===== src/design/wbr_pkg.sv =====
// ----------------------------------------------------------------------------
// wbr_pkg
// shared constants, types and helpers of the waveform bucket reducer
// ----------------------------------------------------------------------------
package wbr_pkg;
    localparam int BUCKETS     = 256;
    localparam int COUNT_BITS  = 24;
    localparam int BKT_BITS    = $clog2(BUCKETS);
    localparam int NUM_BITS    = COUNT_BITS + BKT_BITS + 1;
    localparam int WSUM_BITS   = COUNT_BITS + 17;
    localparam int ESUM_BITS   = WSUM_BITS + 15;
    localparam int CFG_BITS    = 24;
    localparam int Q_BITS      = 9;
    localparam logic [16:0] WEIGHT_FLOOR = 17'd33;
    localparam logic [15:0] ENERGY_ONE   = 16'd16384;

    localparam logic CFG_SAMPLE_COUNT  = 1'b0;
    localparam logic CFG_BANDS_ENABLED = 1'b1;

    typedef struct packed {
        logic [7:0]           bucket;
        logic [16:0]          peak;
        logic [ESUM_BITS-1:0] esum0;
        logic [ESUM_BITS-1:0] esum1;
        logic [ESUM_BITS-1:0] esum2;
        logic [WSUM_BITS-1:0] wsum;
        logic                 last;
    } t_bucket;

    typedef struct packed {
        logic [7:0] bucket_number;
        logic [7:0] peak_low_byte;
        logic [7:0] peak_high_byte;
        logic [7:0] bass_level;
        logic [7:0] mid_level;
        logic [7:0] treble_level;
        logic       final_bucket;
    } t_result;

    typedef struct packed {
        logic signed [15:0] mix_sample;
        logic signed [15:0] bass_energy;
        logic signed [15:0] mid_energy;
        logic signed [15:0] treble_energy;
    } t_item;

    function automatic logic [15:0] clamp_energy(input logic signed [15:0] e);
        logic [15:0] r;
        if (e < 0) r = '0;
        else if (e > $signed({1'b0, ENERGY_ONE[14:0]}) || e[14]) r = ENERGY_ONE;
        else r = e;
        if (!e[15] && e[14] && e[13:0] == '0) r = ENERGY_ONE;
        return r;
    endfunction
endpackage


===== src/design/wbr_stream_if.sv =====
// ----------------------------------------------------------------------------
// wbr_stream_if
// valid/ready channel with a generic payload
// ----------------------------------------------------------------------------
interface wbr_stream_if #(parameter type T = logic) ();
    logic valid;
    logic ready;
    T     data;
    modport source (output valid, output data, input ready);
    modport sink (input valid, input data, output ready);
endinterface


===== src/design/wbr_front.sv =====
// ----------------------------------------------------------------------------
// wbr_front
// per-sample accumulation and bucket boundary tracking
// ----------------------------------------------------------------------------
module wbr_front import wbr_pkg::*; (
    input  logic                 i_clk,
    input  logic                 i_rst_n,
    input  logic                 i_cfg_restart,
    input  logic [CFG_BITS-1:0]  i_count,
    input  logic                 i_valid,
    output logic                 o_ready,
    input  t_item                i_item,
    output logic                 o_valid,
    input  logic                 i_ready,
    output t_bucket              o_bucket
);
    logic [NUM_BITS-1:0] r_scaled, r_end, n_scaled, s1, cnt;
    logic [BKT_BITS-1:0] r_bkt;
    logic [16:0] r_peak0, r_peak1, a, w;
    logic [ESUM_BITS-1:0] r_es0 [3], r_es1 [3];
    logic [WSUM_BITS-1:0] r_ws0, r_ws1;
    logic [15:0] e [3];
    logic [31:0] ew [3];
    logic r_ov;
    t_bucket r_out;
    logic last, done, take, second;

    assign cnt = (i_count < CFG_BITS'(BUCKETS)) ? NUM_BITS'(BUCKETS) : NUM_BITS'(i_count);
    assign a = i_item.mix_sample[15] ? 17'(-{i_item.mix_sample[15], i_item.mix_sample})
                                     : 17'(i_item.mix_sample);
    assign w = (a < WEIGHT_FLOOR) ? WEIGHT_FLOOR : a;
    assign e[0] = clamp_energy(i_item.bass_energy);
    assign e[1] = clamp_energy(i_item.mid_energy);
    assign e[2] = clamp_energy(i_item.treble_energy);
    always_comb begin
        for (int k = 0; k < 3; k++) ew[k] = 32'(e[k]) * 32'(w);
    end
    assign s1 = r_scaled + NUM_BITS'(BUCKETS);
    assign n_scaled = s1;
    assign last = (r_bkt == BKT_BITS'(BUCKETS - 1));
    assign done = (r_end <= s1);
    assign second = !last && (r_end < s1);
    // output slot must be free or draining before any sample is taken
    assign o_ready = !r_ov || i_ready;
    assign take = i_valid && o_ready;
    assign o_valid = r_ov;
    assign o_bucket = r_out;

    always_ff @(posedge i_clk) begin
        if (!i_rst_n || i_cfg_restart) begin
            r_scaled <= '0;
            r_end <= cnt;
            r_bkt <= '0;
            r_peak0 <= '0; r_peak1 <= '0;
            r_ws0 <= '0; r_ws1 <= '0;
            for (int k = 0; k < 3; k++) begin r_es0[k] <= '0; r_es1[k] <= '0; end
            r_ov <= 1'b0;
        end else begin
            if (r_ov && i_ready) r_ov <= 1'b0;
            if (take) begin
                logic [16:0] p0;
                logic [ESUM_BITS-1:0] s0 [3];
                logic [WSUM_BITS-1:0] w0;
                p0 = (a > r_peak0) ? a : r_peak0;
                for (int k = 0; k < 3; k++) s0[k] = r_es0[k] + ESUM_BITS'(ew[k]);
                w0 = r_ws0 + WSUM_BITS'(w);
                if (done) begin
                    r_ov <= 1'b1;
                    r_out.bucket <= 8'(r_bkt);
                    r_out.peak <= p0;
                    r_out.esum0 <= s0[0]; r_out.esum1 <= s0[1]; r_out.esum2 <= s0[2];
                    r_out.wsum <= w0;
                    r_out.last <= last;
                    if (last) begin
                        r_scaled <= '0; r_end <= cnt; r_bkt <= '0;
                        r_peak0 <= '0; r_peak1 <= '0; r_ws0 <= '0; r_ws1 <= '0;
                        for (int k = 0; k < 3; k++) begin
                            r_es0[k] <= '0; r_es1[k] <= '0;
                        end
                    end else begin
                        r_scaled <= n_scaled;
                        r_end <= r_end + cnt;
                        r_bkt <= r_bkt + BKT_BITS'(1);
                        r_peak0 <= second ? ((a > r_peak1) ? a : r_peak1) : r_peak1;
                        r_ws0 <= second ? r_ws1 + WSUM_BITS'(w) : r_ws1;
                        for (int k = 0; k < 3; k++) begin
                            r_es0[k] <= second ? r_es1[k] + ESUM_BITS'(ew[k]) : r_es1[k];
                            r_es1[k] <= '0;
                        end
                        r_peak1 <= '0; r_ws1 <= '0;
                    end
                end else begin
                    r_scaled <= n_scaled;
                    r_peak0 <= p0; r_ws0 <= w0;
                    for (int k = 0; k < 3; k++) r_es0[k] <= s0[k];
                end
            end
        end
    end
endmodule


===== src/design/wbr_queue.sv =====
// ----------------------------------------------------------------------------
// wbr_queue
// two-entry queue between the accumulator front and the divider back
// ----------------------------------------------------------------------------
module wbr_queue import wbr_pkg::*; (
    input  logic    i_clk,
    input  logic    i_rst_n,
    input  logic    i_valid,
    output logic    o_ready,
    input  t_bucket i_data,
    output logic    o_valid,
    input  logic    i_ready,
    output t_bucket o_data
);
    t_bucket r_mem [2];
    logic r_wp, r_rp;
    logic [1:0] r_cnt;
    logic push, pop;
    assign o_ready = (r_cnt != 2'd2);
    assign o_valid = (r_cnt != 2'd0);
    assign o_data = r_mem[r_rp];
    assign push = i_valid && o_ready;
    assign pop = o_valid && i_ready;
    always_ff @(posedge i_clk) begin
        if (push) r_mem[r_wp] <= i_data;
        if (!i_rst_n) begin
            r_wp <= 1'b0; r_rp <= 1'b0; r_cnt <= '0;
        end else begin
            if (push) r_wp <= !r_wp;
            if (pop) r_rp <= !r_rp;
            r_cnt <= r_cnt + {1'b0, push} - {1'b0, pop};
        end
    end
endmodule


===== src/design/wbr_back.sv =====
// ----------------------------------------------------------------------------
// wbr_back
// per-bucket peak quantization and band averages by a restoring divider
// ----------------------------------------------------------------------------
module wbr_back import wbr_pkg::*; (
    input  logic    i_clk,
    input  logic    i_rst_n,
    input  logic    i_bands_enabled,
    input  logic    i_valid,
    output logic    o_ready,
    input  t_bucket i_data,
    output logic    o_valid,
    input  logic    i_ready,
    output t_result o_result
);
    typedef enum logic [2:0] {
        S_IDLE = 3'b001,
        S_DIV  = 3'b010,
        S_OUT  = 3'b100
    } t_state;

    localparam int NUM_W = ESUM_BITS + 9;
    localparam int DEN_W = WSUM_BITS + 15;

    t_state r_state;
    t_bucket r_b;
    logic [1:0] r_band;
    logic [3:0] r_bit;
    logic [NUM_W-1:0] r_rem;
    logic [Q_BITS-1:0] r_q;
    logic [7:0] r_lvl [3];
    logic [7:0] r_bkt_no, r_plo, r_phi;
    logic r_final;
    logic [DEN_W:0] den;
    logic [NUM_W-1:0] num;
    logic [ESUM_BITS-1:0] esel;
    logic [NUM_W:0] trial;
    logic [25:0] plo, phi;

    assign den = {1'b0, r_b.wsum, 15'd0};
    always_comb begin
        case (r_band)
            2'd0: esel = r_b.esum0;
            2'd1: esel = r_b.esum1;
            default: esel = r_b.esum2;
        endcase
    end
    // rounded quotient floor((510*s + d) / 2d), one bit per cycle
    assign num = NUM_W'(esel) * NUM_W'(510) + NUM_W'(r_b.wsum) * NUM_W'(16384);
    assign trial = {1'b0, r_rem} - ((NUM_W+1)'(den) << r_bit);
    assign plo = (26'd32768 - 26'(r_b.peak)) * 26'd255 + 26'd32768;
    assign phi = (26'd32768 + 26'(r_b.peak)) * 26'd255 + 26'd32768;
    assign o_ready = (r_state == S_IDLE);
    assign o_valid = (r_state == S_OUT);

    always_ff @(posedge i_clk) begin
        if (!i_rst_n) begin
            r_state <= S_IDLE;
        end else begin
            case (r_state)
                S_IDLE: begin
                    if (i_valid) begin
                        r_b <= i_data;
                        r_band <= 2'd0;
                        r_bit <= 4'(Q_BITS - 1);
                        r_state <= S_DIV;
                        r_rem <= '1;
                    end
                end
                S_DIV: begin
                    if (r_bit == 4'(Q_BITS - 1) && r_rem == '1) begin
                        r_rem <= num;
                        r_q <= '0;
                    end else begin
                        logic [Q_BITS-1:0] q;
                        q = r_q;
                        if (!trial[NUM_W]) q[r_bit] = 1'b1;
                        r_q <= q;
                        if (r_bit == '0) begin
                            r_lvl[r_band] <= (r_b.wsum == '0) ? 8'd0 :
                                             (q > 9'd255 ? 8'd255 : q[7:0]);
                            r_bit <= 4'(Q_BITS - 1);
                            r_rem <= '1;
                            if (r_band == 2'd2) begin
                                r_state <= S_OUT;
                                r_bkt_no <= r_b.bucket;
                                r_plo <= plo[23:16];
                                r_phi <= phi[23:16];
                                r_final <= r_b.last;
                            end else begin
                                r_band <= r_band + 2'd1;
                            end
                        end else begin
                            if (!trial[NUM_W]) r_rem <= trial[NUM_W-1:0];
                            r_bit <= r_bit - 4'd1;
                        end
                    end
                end
                S_OUT: begin
                    if (i_ready) r_state <= S_IDLE;
                end
                default: r_state <= S_IDLE;
            endcase
        end
    end

    always_comb begin
        o_result.bucket_number = r_bkt_no;
        o_result.peak_low_byte = r_plo;
        o_result.peak_high_byte = r_phi;
        o_result.bass_level = i_bands_enabled ? r_lvl[0] : 8'd0;
        o_result.mid_level = i_bands_enabled ? r_lvl[1] : 8'd0;
        o_result.treble_level = i_bands_enabled ? r_lvl[2] : 8'd0;
        o_result.final_bucket = r_final;
    end
endmodule


===== src/design/waveform_bucket_reducer.sv =====
// a sample that closes a bucket is registered in the front and queued, and its result
// shows once the back has divided all 3 bands; the front takes one sample per cycle while
// its output slot is free or draining, and the back takes one bucket at a time
// the two-entry queue absorbs results; the front stalls on short buckets or a held output
// reset: synchronous active low, restarts the track, sample_count 256, bands on
// ----------------------------------------------------------------------------
// waveform_bucket_reducer
// min/max peak and weighted band energy overview per bucket
// ----------------------------------------------------------------------------
module waveform_bucket_reducer import wbr_pkg::*; (
    input  logic                i_clk,
    input  logic                i_rst_n,
    input  logic                i_cfg_we,
    input  logic [1:0]          i_cfg_index,
    input  logic [CFG_BITS-1:0] i_cfg_data,
    wbr_stream_if.sink          s_in,
    wbr_stream_if.source        m_out
);
    logic [CFG_BITS-1:0] r_count, count_sel;
    logic r_bands, restart;
    logic fq_v, fq_r, qb_v, qb_r;
    t_bucket fq_d, qb_d;
    t_result res;

    assign restart = i_cfg_we && i_cfg_index == {1'b0, CFG_SAMPLE_COUNT};
    // the front sees the reset length even on the first reset cycle
    assign count_sel = !i_rst_n ? CFG_BITS'(256) : (restart ? i_cfg_data : r_count);
    always_ff @(posedge i_clk) begin
        if (!i_rst_n) begin
            r_count <= CFG_BITS'(256);
            r_bands <= 1'b1;
        end else if (i_cfg_we && i_cfg_index == {1'b0, CFG_SAMPLE_COUNT}) begin
            r_count <= i_cfg_data;
        end else if (i_cfg_we && i_cfg_index == {1'b0, CFG_BANDS_ENABLED}) begin
            r_bands <= i_cfg_data[0];
        end
    end

    wbr_front u_front (.i_clk, .i_rst_n, .i_cfg_restart(restart),
        .i_count(count_sel),
        .i_valid(s_in.valid), .o_ready(s_in.ready), .i_item(s_in.data),
        .o_valid(fq_v), .i_ready(fq_r), .o_bucket(fq_d));
    wbr_queue u_queue (.i_clk, .i_rst_n, .i_valid(fq_v), .o_ready(fq_r), .i_data(fq_d),
        .o_valid(qb_v), .i_ready(qb_r), .o_data(qb_d));
    wbr_back u_back (.i_clk, .i_rst_n, .i_bands_enabled(r_bands),
        .i_valid(qb_v), .o_ready(qb_r), .i_data(qb_d),
        .o_valid(m_out.valid), .i_ready(m_out.ready), .o_result(res));
    assign m_out.data = res;
endmodule


===== src/flat_wrapper.sv =====
// flat-port wrapper written by rule: the top's interface ports become plain ports
module waveform_bucket_reducer_flat import wbr_pkg::*;
  (i_clk, i_rst_n, i_cfg_we, i_cfg_index, i_cfg_data, s_in_valid, s_in_data, s_in_ready, m_out_valid, m_out_data, m_out_ready);
  wbr_stream_if s_in_i ();
  wbr_stream_if m_out_i ();
  input  logic i_clk;
  input  logic i_rst_n;
  input  logic i_cfg_we;
  input  logic [1:0] i_cfg_index;
  input  logic [CFG_BITS-1:0] i_cfg_data;
  input wire logic [$bits(s_in_i.valid)-1:0] s_in_valid;
  input wire logic [$bits(s_in_i.data)-1:0] s_in_data;
  output wire logic [$bits(s_in_i.ready)-1:0] s_in_ready;
  output wire logic [$bits(m_out_i.valid)-1:0] m_out_valid;
  output wire logic [$bits(m_out_i.data)-1:0] m_out_data;
  input wire logic [$bits(m_out_i.ready)-1:0] m_out_ready;
  assign s_in_i.valid = s_in_valid;
  assign s_in_i.data = s_in_data;
  assign s_in_ready = s_in_i.ready;
  assign m_out_valid = m_out_i.valid;
  assign m_out_data = m_out_i.data;
  assign m_out_i.ready = m_out_ready;
  waveform_bucket_reducer u_core (.i_clk(i_clk), .i_rst_n(i_rst_n), .i_cfg_we(i_cfg_we), .i_cfg_index(i_cfg_index), .i_cfg_data(i_cfg_data), .s_in(s_in_i), .m_out(m_out_i));
endmodule

===== config.mk =====
export PLATFORM = sky130hd
export DESIGN_NAME = waveform_bucket_reducer_flat
export DESIGN_NICKNAME = d
export VERILOG_FILES = /design/src/design/wbr_pkg.sv /design/src/design/wbr_stream_if.sv /design/src/design/wbr_front.sv /design/src/design/wbr_queue.sv /design/src/design/wbr_back.sv /design/src/design/waveform_bucket_reducer.sv /design/src/flat_wrapper.sv
export SDC_FILE = /design/constraint.sdc
export NUM_CORES = 2
export LEC_CHECK = 0
export ABC_AREA = 1
export BUFFER_PORTS_ARGS = -buffer_cell sky130_fd_sc_hd__buf_2
export CAP_MARGIN = 20
export CORE_ASPECT_RATIO = 0.5
export CORE_MARGIN = 5
export CORE_UTILIZATION = 25
export CTS_BUF_LIST = sky130_fd_sc_hd__clkbuf_8
export DETAILED_ROUTE_END_ITERATION = 10
export SYNTH_ARGS = -nofsm -noshare
export SYNTH_HDL_FRONTEND = slang
export SYNTH_SLANG_ARGS = --single-unit

===== constraint.sdc =====
create_clock -name i_clk -period 13.1 [get_ports i_clk]
set_clock_uncertainty 0.05 [all_clocks]
set_input_delay 1.965 -clock i_clk [delete_from_list [all_inputs] [get_ports i_clk]]
set_output_delay 1.965 -clock i_clk [all_outputs]
set_load 0.02 [all_outputs]

==> results <==
- The flow ran to the end, and the final reports show no timing, DRC or antenna violations.
- The count of antenna-violating nets left after detailed routing is 0.
- Timing would allow up to 96.4 MHz.
- The number of top-level pins is 35.
- The floorplan step set the die height to 324 microns.
- Together, buffers and inverters on the worst path number 8.
- The count of cell types in the netlist is 61.
- In the global route stage, overall resource usage came out at 13.0%.
- Compared with the post-synthesis result, the final layout area differs by 11.1%.
- STA classifies the critical path endpoint as a flop.
- In the post-synthesis netlist, the cell with the most instances is sky130_fd_sc_hd__nand2_1.
- In the post-synthesis netlist, the biggest area contributors are sky130_fd_sc_hd__edfxtp_1 (34%), sky130_fd_sc_hd__nand2_1 (13%), sky130_fd_sc_hd__fa_1 (9.6%).
- The library cell with the largest summed area after synthesis is sky130_fd_sc_hd__edfxtp_1.
- Clock-pin slew was measured on the worst setup and hold paths at 0.06 ns.
- The placement row count is 115.
- At the pin with the least slew margin, the transition time is 1.07 ns.
- The utilization of the core after routing is 27.9%.
- The HPWL after detailed placement is 110 mm.
- In this run the worst path has a maximum fanout of 52.
- TritonCTS built the clock tree.
- The first global-routing pass estimated 215 mm of wire.
- The starting DRC count in detailed routing is 3055.
- The hold buffer count at cts is 0.
- Setup repair after global routing left no endpoint under its margin.
- The vias after detailed routing is 39.5k.
- Data arrives at the worst endpoint at 10.83 ns.
- The routed design could run at a clock period as short as 10.37 ns.
- The net count of the finished layout is 6702.
- The overall routed net length is 137 mm.
- The net count of the mapped netlist is 6632.
- The worst-skew pair later-pin latency is 0.80 ns.
- The total setup violations reported at the end of the flow is 0.
- The headroom to the max-slew limit is 28.9%.
- For this configuration, the core starts out at a cell density of 25.1%.
- Max-cap violations in this run came to 0.
- Of all flip-flops after synthesis, the portion carrying an async set or reset was 0%.
- The required time reported for the critical path endpoint is 13.56 ns.
- The fraction of final layout cells with drive strength greater than 1 is 5.13%.
- The number of pins exceeding their max-slew limit in the final report was 0.
- Dividing the final minimum period by the clock period gives 79.2%.
- The path length in cells of the critical path is 39.
- In this run the horizontal extent of the chip is 637 microns.
- The hold violation count in the final report came to 0.
- The cell with the biggest individual delay on the critical path is sky130_fd_sc_hd__clkinv_1.
- The detailed-routing iteration count for the pre-antenna-repair pass is 6.
- The number of instances in the synthesized netlist is 6097.
- Entering global routing, the biggest net connects 67 pins.
- The congestion estimate from routability-driven global placement came to 0.947.
- The number of cells on the worst reg-to-reg path is 39.
- The launch point of the worst path is u_core.u_back.r_band[0]$_SDFFCE_PN0P_.
- The maximum buffer depth of the clock tree is 3.
- The floorplan step defined a die boundary enclosing 206000 sq um.
- After floorplanning, the core was sized to cover 196000 sq um.
- The worst setup slack after placement is 2.97 ns.
- The endpoint identified for the worst register-to-register timing path is u_core.u_back.r_rem[60]$_SDFFCE_PN1P_.
- After synthesis the netlist holds a flip-flop and latch count of 659.
- Sorting the synthesized cells by how often they occur yields sky130_fd_sc_hd__nand2_1 (1665), sky130_fd_sc_hd__inv_1 (987), sky130_fd_sc_hd__nor2_1 (570).
- The commonest register cell after synthesis is sky130_fd_sc_hd__edfxtp_1.
- Of the post-synthesis cell area, the dominant cell type holds 33.8%.
- The routed wire length per instance is 15.4 microns.
- For flop-to-flop paths, the worst setup slack is 2.73 ns.
- The average via count per standard cell is 4.44.
- The register area share after synthesis is 38.1%.
- The per-instance average area after synthesis is 8.07 sq um.
- STA classifies the critical path startpoint as a flop.
- The remaining global-route overflow is 0.
- The setup total negative slack is 0 ns.
- The most critical setup path has its endpoint at u_core.u_back.r_rem[60]$_SDFFCE_PN1P_.
- The total number of yosys warnings is 0.
- The CTS root buffer is sky130_fd_sc_hd__clkbuf_8.
- The number of instances resized during post-cts repair is 0.
- The min-delay analysis places its worst path in the category flop to flop.
- The number of antenna violations at the first check in global routing is 2.
- The cell area after technology mapping is 49200 sq um.
- The H-tree was split into 3 levels.
- After layout, the worst setup slack is 2.73 ns.
- The worst register-to-register path begins at u_core.u_back.r_band[0]$_SDFFCE_PN0P_.
- Buffers inserted during clock tree synthesis total 111.
- Port buffering added 34 buffers.
- The category of the most critical setup path is flop to flop.
- The number of setup buffers added after CTS is 0.
- For this run, design rule violations remaining after detail routing come to 0.
- The cell type group with the largest total delay on the critical path is adder cells.
- The via count of the first global-routing pass was 37.7k.
- The number of synthesized flops with an enable pin is 553.
- The tree built by TritonCTS fans out to 659 sinks.
- The maximum cell stage delay along the critical path is 0.86 ns.
kinds of logic (layout without fill, tap and decap cells):
| logic type | Yosys count | after routing | share of synthesized area, % |
|---|---|---|---|
| buffers and inverters | 1116 | 1277 | 8.58 |
| AND/OR/NAND/NOR | 2755 | 2755 | 23.2 |
| adder cells (fa/ha/maj) | 503 | 503 | 16.4 |
| AO/OA/AOI/OAI | 795 | 795 | 8.92 |
| flip-flops | 659 | 659 | 38.1 |
| other | 0 | 3 | 0 |
| multiplexers | 36 | 36 | 0.733 |
| XOR/XNOR | 233 | 233 | 4.16 |
flip-flops by register name, summed over array words and instances, names as in the netlist, 3 cells and up:
| name | flops |
|---|---|
| u_core.u_back.r_b | 57 |
| u_core.u_back.r_rem | 65 |
| u_core.u_front.r_es0 | 56 |
| u_core.u_front.o_bucket | 98 |
| u_core.u_queue.r_mem | 196 |
| u_core.u_back.den | 41 |
| u_core.u_front.r_ws0 | 41 |
| u_core.u_front.r_end | 33 |
| u_core.u_front.r_bkt | 8 |
| u_core.r_count | 24 |
| u_core.u_back.r_bit | 4 |
| u_core.u_front.r_scaled | 25 |
| u_core.u_back.r_state | 3 |
final cells by class:
type,count,area (sq um)
diodes,3,7.51
clock buffers,118,1620
clock inverters,86,505
fillers,21070,141000
inverters,1002,3760
multi-input cells,4322,26300
flip-flops and latches,659,18700
well taps,2632,3290
repair buffers,71,448
routing by layer:
| metal | track usage [%] | wire (microns) | part of all wire, % | up-vias |
|---|---|---|---|---|
| met5 | 0 | 0 | 0 | - |
| met1 | 19.2 | 68200 | 50 | 18516 |
| li1 | - | - | - | 19893 |
| met3 | 1.58 | 6700 | 4.9 | 160 |
| met4 | 3.47 | 3380 | 2.5 | 0 |
| met2 | 20.2 | 58600 | 43 | 931 |
how the worst min path moves through the flow:
stage / depth (start not counted) / from / slack (ns) / endpoint
floorplan: 0 / u_core.u_back.r_b[0]$_DFFE_PP_ / 0.35 / u_core.u_back.r_final$_DFFE_PP_
global placement: 0 / u_core.u_back.r_b[0]$_DFFE_PP_ / 0.36 / u_core.u_back.r_final$_DFFE_PP_
detailed placement: 0 / u_core.u_back.r_b[0]$_DFFE_PP_ / 0.36 / u_core.u_back.r_final$_DFFE_PP_
CTS: 0 / u_core.u_back.r_b[0]$_DFFE_PP_ / 0.38 / u_core.u_back.r_final$_DFFE_PP_
global route: 0 / u_core.u_back.r_b[0]$_DFFE_PP_ / 0.39 / u_core.u_back.r_final$_DFFE_PP_
finish: 0 / u_core.u_back.r_b[0]$_DFFE_PP_ / 0.37 / u_core.u_back.r_final$_DFFE_PP_
worst reg2reg max path, delay by kind of cell (launching register included):
| family | cells | cell delay, ns |
|---|---|---|
| xor+xnor | 2 | 0.91 |
| flops | 1 | 0.38 |
| compound gates | 8 | 1.91 |
| fa+ha+maj | 6 | 2.55 |
| simple gates | 15 | 2.42 |
| buf+inv | 8 | 1.90 |
stage by stage:
step,instances,hold WS (ns),cell area (sq um)
finish,8893,0.374,54700
global route,8893,0.390,54700
CTS,8890,0.377,54700
detailed placement,8686,0.363,52500
global placement,8686,0.355,52500
floorplan,6097,0.350,49200
layout by cell type (no fill, tap or decap), types with 34 or more instances in the layout:
cell type / synthesis / layout
sky130_fd_sc_hd__fa_1: 235 / 235
sky130_fd_sc_hd__o21ai_0: 332 / 332
sky130_fd_sc_hd__dfxtp_1: 106 / 105
sky130_fd_sc_hd__xnor2_1: 68 / 68
sky130_fd_sc_hd__nand2_1: 1665 / 1665
sky130_fd_sc_hd__buf_2: 16 / 34
sky130_fd_sc_hd__nand3_1: 227 / 226
sky130_fd_sc_hd__nor4_1: 34 / 34
sky130_fd_sc_hd__mux2i_1: 36 / 36
sky130_fd_sc_hd__xor2_1: 164 / 164
sky130_fd_sc_hd__a31oi_1: 51 / 51
sky130_fd_sc_hd__ha_1: 268 / 268
sky130_fd_sc_hd__inv_1: 987 / 1027
sky130_fd_sc_hd__nand4_1: 67 / 67
sky130_fd_sc_hd__buf_4: 1 / 37
sky130_fd_sc_hd__nor2_1: 570 / 565
sky130_fd_sc_hd__o21bai_1: 34 / 34
sky130_fd_sc_hd__a21oi_1: 280 / 280
sky130_fd_sc_hd__edfxtp_1: 553 / 553
sky130_fd_sc_hd__nor3_1: 105 / 104
sky130_fd_sc_hd__clkbuf_8: 0 / 118
Power is not shown: default switching activity piles up to over one toggle a cycle in this logic, so the estimate is an artifact.
